**src/rtl/mvm_ram.sv**
```systemverilog
// generic simple dual-port ram with registered read
module mvm_ram #(
   parameter int WIDTH = 16,
   parameter int DEPTH = 256,
   localparam int ADDR_W = (DEPTH > 1) ? $clog2(DEPTH) : 1
) (
   input  logic              clock,
   input  logic              wr_en,
   input  logic [ADDR_W-1:0] wr_addr,
   input  logic [WIDTH-1:0]  wr_data,
   input  logic              rd_en,
   input  logic [ADDR_W-1:0] rd_addr,
   output logic [WIDTH-1:0]  rd_data
);

   logic [WIDTH-1:0] mem_ff [DEPTH];
   logic [WIDTH-1:0] rd_data_ff;

   always_ff @(posedge clock) begin
      if (wr_en) begin
         mem_ff[wr_addr] <= wr_data;
      end
      if (rd_en) begin
         rd_data_ff <= mem_ff[rd_addr];
      end
   end

   assign rd_data = rd_data_ff;

endmodule

```
**config.mk**
```make
export PLATFORM = sky130hd
export DESIGN_NAME = mvm_ram
export DESIGN_NICKNAME = d
export VERILOG_FILES = /design/src/rtl/mvm_ram.sv
export SDC_FILE = /design/constraint.sdc
export NUM_CORES = 2
export LEC_CHECK = 0
export BUFFER_PORTS_ARGS = -buffer_cell sky130_fd_sc_hd__buf_2
export CORE_UTILIZATION = 40
export DETAILED_ROUTE_END_ITERATION = 8
export GPL_ROUTABILITY_DRIVEN = 0
export MAX_ROUTING_LAYER = met4
export RECOVER_POWER = 25
export SLEW_MARGIN = 20
export SYNTH_ARGS = -nofsm -noshare
export SYNTH_HDL_FRONTEND = slang
export SYNTH_SLANG_ARGS = --single-unit
```
**constraint.sdc**
```tcl
create_clock -name clock -period 2.7 [get_ports clock]
set_input_delay 0 -clock clock [delete_from_list [all_inputs] [get_ports clock]]
set_output_delay 0 -clock clock [all_outputs]
set_load 0.1 [all_outputs]
```
==> results.ini <==
[job]
cap_violations=18

[setup_path]
path_delay_family=multiplexers
cp_max_fo=1
timing.rr.end=rd_data[14]
cp.required_ns=3.41
r2r_cells=8
r2r_slack_ns=0.06
crit_slowest_cell=mux4_2
crit_path_start=mem_ff[136][14]
worstPathArrival_ns=3.34
critical_path_class=reg2reg
path_cells=mux4_2, mux2_2, a221oi_1, buf_4, o31ai_1, o32ai_1, buf_4, nor4_1
critPathMaxStageDelay_ns=0.48
cp-end-kind=register
cpMostUsedCell=buf_4
cp.buffers_inverters=2
start_kind=register
timing.rr.start=mem_ff[136][14]

[cts]
worstSkewPairLatency_ns=0.96
cts_setup_buffers=0
cts_buffer_depth=4
cts_root_buffer=clkbuf_16
path_clk_slew_ns=0.06
cts_buffers=406
cts_max_level=5
cts_tree=done
clock-sinks=4112

[outcome]
violations=max-capacitance violations, max-slew violations
status=finished, violations left

[floorplanning]
die-area_um2=400000
fp-row-count=231
die_w_um=632
start_util_pct=40.2
io_pins=51
die_y_um=632
core_um2=396000

[synth]
avgSynthCellArea_um2=21.6
syn_nets=7395
yosysTopAreaCell=edfxtp_1
synth_seq_cells=4112
synth.area.top_cells=edfxtp_1 78%, mux4_2 11%, mux2i_1 3.6%
synthCells=7360
synth_cell_type_count=51
post-synth-top-area-fraction_pct=77.7
yosysWarnings=0
ys_seq_area_share_pct=77.7
syn-cell-area_um2=159000
async_flop_share_pct=0
ys.flop_type=edfxtp_1
synth_edf_count=4112

[worst_hold_path]
min_from=rd_addr[4]
hold_path_end=rd_data[3]
hold_class=in2reg
hold_depth=7

[timing]
fmax_ghz=0.379
slew_violations=1445
skew_ns=0.0484
fin_setup_tns_ns=0
fin_ws_ns=0.0647
finalHoldViolCount=0
fin_crit_sh_pct=97.6
max_slew_margin_pct=-99.4
period_minus_slack_ns=2.64
worst_pin_slew_ns=2.99
setup_viol=0

[cells_and_area]
layout.nets=8444
final_common_cell=edfxtp_1
syn_to_final_growth_pct=17.5
design_area_um2=187000
final_cell_mix=4,112 x edfxtp_1, 848 x buf_4, 797 x mux4_2
drive_gt1_share_pct=30.6

[global_routing]
grt_max_degree=115
grt_pass1_vias=81400
overflow=0
busiest_layer=met2
grt_pass1_wl_um=618000
use_met2_pct=35.0
use_met3_pct=3.29
antenna_found_initial=27
use_met1_pct=30.1
globalRouteTotalUtil_pct=22.2

[drt]
vias_per_cell=5.83
wirelength_um=437000
drc=0
drt_iter0_drc=10200
post_drt_wl_per_cell_um=31.2
drtAntennaViolNets=0
num_vias=81700
drt_first_pass_iters=6

[power]
irDropWorstVdd_v=0.000673
p_per_area_nw_per_um2=728
leakage_nw=60.2

[placed_design]
portBuffers=50
dpl_cell_area_um2=173000
post-place-ws_ns=-1.01
dpl.hpwl_um=279000

power by group:
group	switching, mW	leakage, nW	internal, mW
registers	0.0981	37.0	70.4
logic	4.87	16.6	2.86
clock network	24.3	6.59	33.3
total	29.3	60.2	107
flip-flops by register name (all words and copies together) (netlist names):
| register | cells |
|---|---|
| rd_data | 16 |
| mem_ff | 4096 |
through the flow:
stage / utilization, % / hold slack [ns] / power, mW / instances
floorplan: - / 0.0989 / 75.5 / 7360
global placement: 43.7 / 0.352 / 79.4 / 13200
detailed placement: 43.7 / 0.351 / 79.5 / 13200
CTS: 47.3 / 0.0472 / 137 / 14000
global route: 47.2 / 0.142 / 139 / 14000
finish: 47.2 / 0.0762 / 136 / 14000
metal layers:
layer  wire [um]  vias to the layer above
met2      209000                     3790
met4       15800                        0
li1            -                    33500
met3       35500                      675
met5           0                        -
met1      177000                    43800
cells by family after synthesis:
| logic type | after synthesis | synth area share (%) |
|---|---|---|
| flops | 4112 | 77.7 |
| compound gates | 786 | 3.53 |
| buf+inv | 456 | 1.69 |
| simple gates | 556 | 1.57 |
| mux | 1450 | 15.5 |
area by class of cell:
| type | instances | area, um2 |
|---|---|---|
| antenna | 16 | 40.0 |
| clock buffer | 486 | 10600 |
| clock inverter | 266 | 2960 |
| fill | 32000 | 209000 |
| inverter | 4 | 27.5 |
| multi-input combinational | 2792 | 33200 |
| sequential | 4112 | 123000 |
| tap | 5242 | 6560 |
| timing repair buffer | 1093 | 9930 |
Yosys cell counts, types with 20 or more instances:
| cell type | count |
|---|---|
| o221ai_1 | 252 |
| a22o_1 | 32 |
| nor2_1 | 304 |
| a21oi_1 | 175 |
| buf_6 | 77 |
| o22ai_1 | 148 |
| buf_1 | 27 |
| a221oi_1 | 28 |
| buf_4 | 26 |
| nand3_1 | 35 |
| o21ai_0 | 37 |
| a22oi_1 | 43 |
| edfxtp_1 | 4112 |
| mux2i_1 | 565 |
| buf_2 | 76 |
| nand2_1 | 38 |
| o32ai_1 | 20 |
| mux4_2 | 797 |
| mux2_2 | 88 |
| clkbuf_1 | 230 |
| nand4_1 | 26 |
| nor3_1 | 92 |
worst reg2reg max path: cells and delay by family, from the launching register on:
family	cells	cell delay, ns
simple gates	1	0.08
flops	1	0.40
buf+inv	2	0.44
mux	2	0.79
compound gates	3	0.68
worst max-delay path by stage:
stage	slack [ns]	cells past startpoint	end
CTS	0.01	9	rd_data[10]
global placement	-1.03	11	rd_data[9]
global route	-0.006	9	rd_data[15]
finish	0.06	8	rd_data[14]
detailed placement	-1.01	11	rd_data[9]
floorplan	0.45	8	rd_data[4]
repair_timing:
item,4_1_cts,5_1_grt
hold buffers,31,0
hold endpoints to repair,4621,0
pin swaps,1,1
resized for setup,16,7
setup endpoints to repair,6,7
(Power assumes the default switching activity.)
