===== config.mk =====
export PLATFORM = sky130hd
export DESIGN_NAME = mvm_cell
export DESIGN_NICKNAME = d
export VERILOG_FILES = /design/src/rtl/mvm_pkg.sv /design/src/rtl/mvm_cell.sv
export SDC_FILE = /design/constraint.sdc
export NUM_CORES = 1
export LEC_CHECK = 0
export BUFFER_PORTS_ARGS = -buffer_cell sky130_fd_sc_hd__buf_2
export CAP_MARGIN = 40
export CORE_MARGIN = 2
export CORE_UTILIZATION = 43
export DETAILED_ROUTE_END_ITERATION = 8
export PLACE_DENSITY = 0.75
export SKIP_LAST_GASP = 1
export SYNTH_ARGS = -nofsm -noshare
export SYNTH_HDL_FRONTEND = slang
export SYNTH_SLANG_ARGS = --single-unit

===== constraint.sdc =====
create_clock -name clock -period 0.8 [get_ports clock]
set_input_delay 0.04 -clock clock [delete_from_list [all_inputs] [get_ports clock]]
set_output_delay 0.04 -clock clock [all_outputs]
set_load 0.03 [all_outputs]

===== src/rtl/mvm_pkg.sv =====
// shared types and constants of the matrix-vector engine
package mvm_pkg;

   localparam int MAX_ROWS_DEF    = 64;
   localparam int MAX_COLUMNS_DEF = 256;

   localparam int VALUE_W  = 16;
   localparam int ACC_W    = 48;
   localparam int RESULT_W = 32;
   localparam int ROW_W    = 6;

   // item opcodes
   localparam logic OP_WEIGHT = 1'b0;
   localparam logic OP_VECTOR = 1'b1;

   // register indexes, byte address over four
   localparam int REG_ROWS    = 0;
   localparam int REG_COLUMNS = 1;

   typedef struct packed {
      logic shift;
      logic clear;
   } cell_ctrl_type;

endpackage


===== src/rtl/mvm_cell.sv =====
// one accumulator cell of the rotating accumulator ring
module mvm_cell (
   input  logic                             clock,
   input  logic                             reset,
   input  mvm_pkg::cell_ctrl_type           ctrl,
   input  logic signed [mvm_pkg::ACC_W-1:0] din,
   output logic signed [mvm_pkg::ACC_W-1:0] dout
);

   logic signed [mvm_pkg::ACC_W-1:0] acc_ff;

   always_ff @(posedge clock) begin
      if (reset || ctrl.clear) begin
         acc_ff <= '0;
      end else if (ctrl.shift) begin
         acc_ff <= din;
      end
   end

   assign dout = acc_ff;

endmodule

==> impl_results.md <==
- Iteration-0 DRC Markers: 59
- Peak VDD IR: 1.022 mV
- Max-Cap Viols: 0
- Number of diodes: 0
- Clock power frac: 29.9%
- Initial core utilization: 44.20%
- Worst flop-to-flop path startpoint: dout[29]
- Min-delay src: din[8]
- Final Power: 0.004971 W
- Final HPWL DP: between 2000 and 3000 um
- Synth cell types: 8
- Pint: 0.003696 W
- Pins Over Slew Limit: 0
- Ys Warns: 0
- CTS root buf: clkbuf_8
- Pre-antenna DRT Iters: 5
- Path depth of the worst reg2reg path: 3
- Cell area after synthesis: 1755 sq um
- Failing checks: negative hold slack, negative setup slack
- Net switching power figure: 0.001275 W
- Critical R2R Capture: dout[29]
- Syn avg cell area: 11.25 sq um
- Max-slew headroom: 81.45%
- Mapped Nets: 208
- Total gr overflow: 0
- Tightest Pin Transition: 278.2 ps
- Fmax: roughly 1200 MHz
- Worst path buffer plus inverter count: 1
- Top-level port count: 100
- Detailed-route via count: roughly 1600
- Fin crit share: 104.0%
- Std cell rows: 23
- Clock sink total: between 40 and 50
- Vias in the first global route: 1669
- Hold depth: 3
- Hold Path Class: primary input to register
- R2R Setup Slk: 10 ps
- Largest net degree at the start of global routing: 35
- CTS tree: built
- LEAKAGE: approximately 1.5 nW
- Post-synthesis cell count: 156
- All-layer global routing usage: about 23%
- Final setup viols: 37
- Routed Antenna Nets: 0
- Die H: a little under 70 um
- Die area: 4610 sq um
- Worst-Skew Late Latency: a little under 300 ps
- Sequential share of power: 51.1%
- Initial antenna violation count: 0
- Status: finished, violations left
- Layout cell share with drive strength beyond 1: 54.28%
- Slowest cell on crit path: dfxtp_2
- Clock tree buffer depth: 2
- Crit Path Max Fanout: 2
- First-pass GRT wire length: 7500 um
- Final WS setup: -32.14 ps
- Clk slew on worst S/H paths: roughly 90 ps
- Final min period: 832.1 ps
- DRC viols: 0
- Placer Congestion: 0.6761
- Hold Slack: -2.289 ps
- Comb power frac: 19.0%
- Max reg flops: 48
- Unrepaired setup endpoints after global routing: true
- Crit end category: primary output
- Crit path max-delay family: flip-flops
- Die Wd: 67.90 um
- Worst Path Required: between 700 and 800 ps
- Vias/cell: 4.607
- I/O Buffers: 99
- WP data arrival: between 700 and 800 ps
- Clock skew: 0 ps
- Worst-path cell chain: buf_6
- WHS Endpoint: dout[8]
- Core ar.: 3971 sq um
- Htree depth: 2
- Crit start category: register
- Register area share after synthesis: 54.74%
- CTS Buf Count: 5
- Slowest stage delay, CP: 360 ps
- Sw Share: between 20% and 30%
- DR WL/cell: 14.69 um
- Total routed wirelength: between 5000 and 6000 um
- Worst setup path category: register to primary output
- Yosys reg bits: 48
- Fin nets: 355
- Area Growth Syn to Fin: 79.54%
- PD cells: 1577 nW/um^2
- Final hold viol count: 1
synth_stat cells:
library cell / number / area (sq um)
buf_4: 2 / 15.01
dfxtp_1: 48 / 960.9
buf_12: 3 / 60.06
nor2_1: 48 / 180.2
mux2i_1: 48 / 480.5
or2_1: 1 / 6.260
buf_6: 4 / 45.04
clkbuf_1: 2 / 7.510
cells by family (layout without fill, tap and decap cells):
| kind of cell | after synthesis | in the layout | share of synthesized area (%) |
|---|---|---|---|
| mux | 48 | 48 | 27.37 |
| buf+inv | 11 | 159 | 7.270 |
| flops | 48 | 48 | 54.74 |
| simple gates | 49 | 49 | 10.62 |
power groups by stage:
stage          Sequential [W]  Clock (W)  Combinational (W)
3_3_place_gp          0.00256          0           0.000646
4_1_cts               0.00254    0.00153           0.000907
2_1_floorplan         0.00272          0           0.000302
5_1_grt               0.00255    0.00164            0.00100
6_report              0.00254    0.00149           0.000945
3_5_place_dp          0.00256          0           0.000659
worst max path at each step:
stage	startpoint	to	slack, ps	cells past startpoint
final	dout[19]	dout[19]	-30	1
after global placement	ctrl[1]	dout[6]	-10	4
after floorplan	dout[10]	dout[10]	70	2
after detailed placement	ctrl[1]	dout[33]	-60	4
after CTS	dout[4]	dout[4]	-20	1
after global routing	dout[19]	dout[19]	-60	1
cell usage in the layout, fill, tap and decap left out, drive strengths merged:
| cell type | netlist | layout |
|---|---|---|
| buf | 9 | 109 |
| clkbuf | 2 | 6 |
| clkinvlp | 0 | 2 |
| dfxtp | 48 | 48 |
| dlygate4sd3 | 0 | 42 |
| mux2i | 48 | 48 |
| nor2 | 48 | 48 |
| or2 | 1 | 1 |
through the flow:
step | utilization (%) | TNS, ps | cells | setup WS, ps | instance area [sq um]
final | 79.36 | -377.5 | 354 | -32.14 | 3152
after CTS | 78.23 | -583.8 | 348 | -23.65 | 3107
after global routing | 79.36 | -1968 | 354 | -62.53 | 3152
after detailed placement | 56.11 | -597.1 | 298 | -61.50 | 2228
after global placement | 56.11 | -62.04 | 298 | -13.40 | 2228
after floorplan | - | 0 | 156 | 70.18 | 1755
routing by layer:
| metal | GRT usage, % | routed length, um | up-vias | share of wire, % |
|---|---|---|---|---|
| met4 | 9.500 | 138 | 0 | 2.7 |
| li1 | - | - | 803 | - |
| met5 | 0 | 0 | - | 0 |
| met3 | 6.414 | 302 | 15 | 5.8 |
| met2 | 44.00 | 2895 | 75 | 56 |
| met1 | 22.01 | 1863 | 738 | 36 |
repair_timing:
item | CTS | global route
hold buffers | 42 | 0
buffers inserted | 0 | 6
resized for setup | 144 | 0
hold endpoints to repair | 42 | 0
endpoints found under the setup margin | 48 | 49
layout make-up:
class | instances | area [sq um]
repair buffers | 151 | 1304
flip-flops and latches | 48 | 1021
fillers | 247 | 819.5
multi-input cells | 97 | 666.9
clock buffers | 6 | 82.58
well taps | 50 | 62.56
clock inverters | 2 | 15.01
Power figures use the tool's default switching activity.
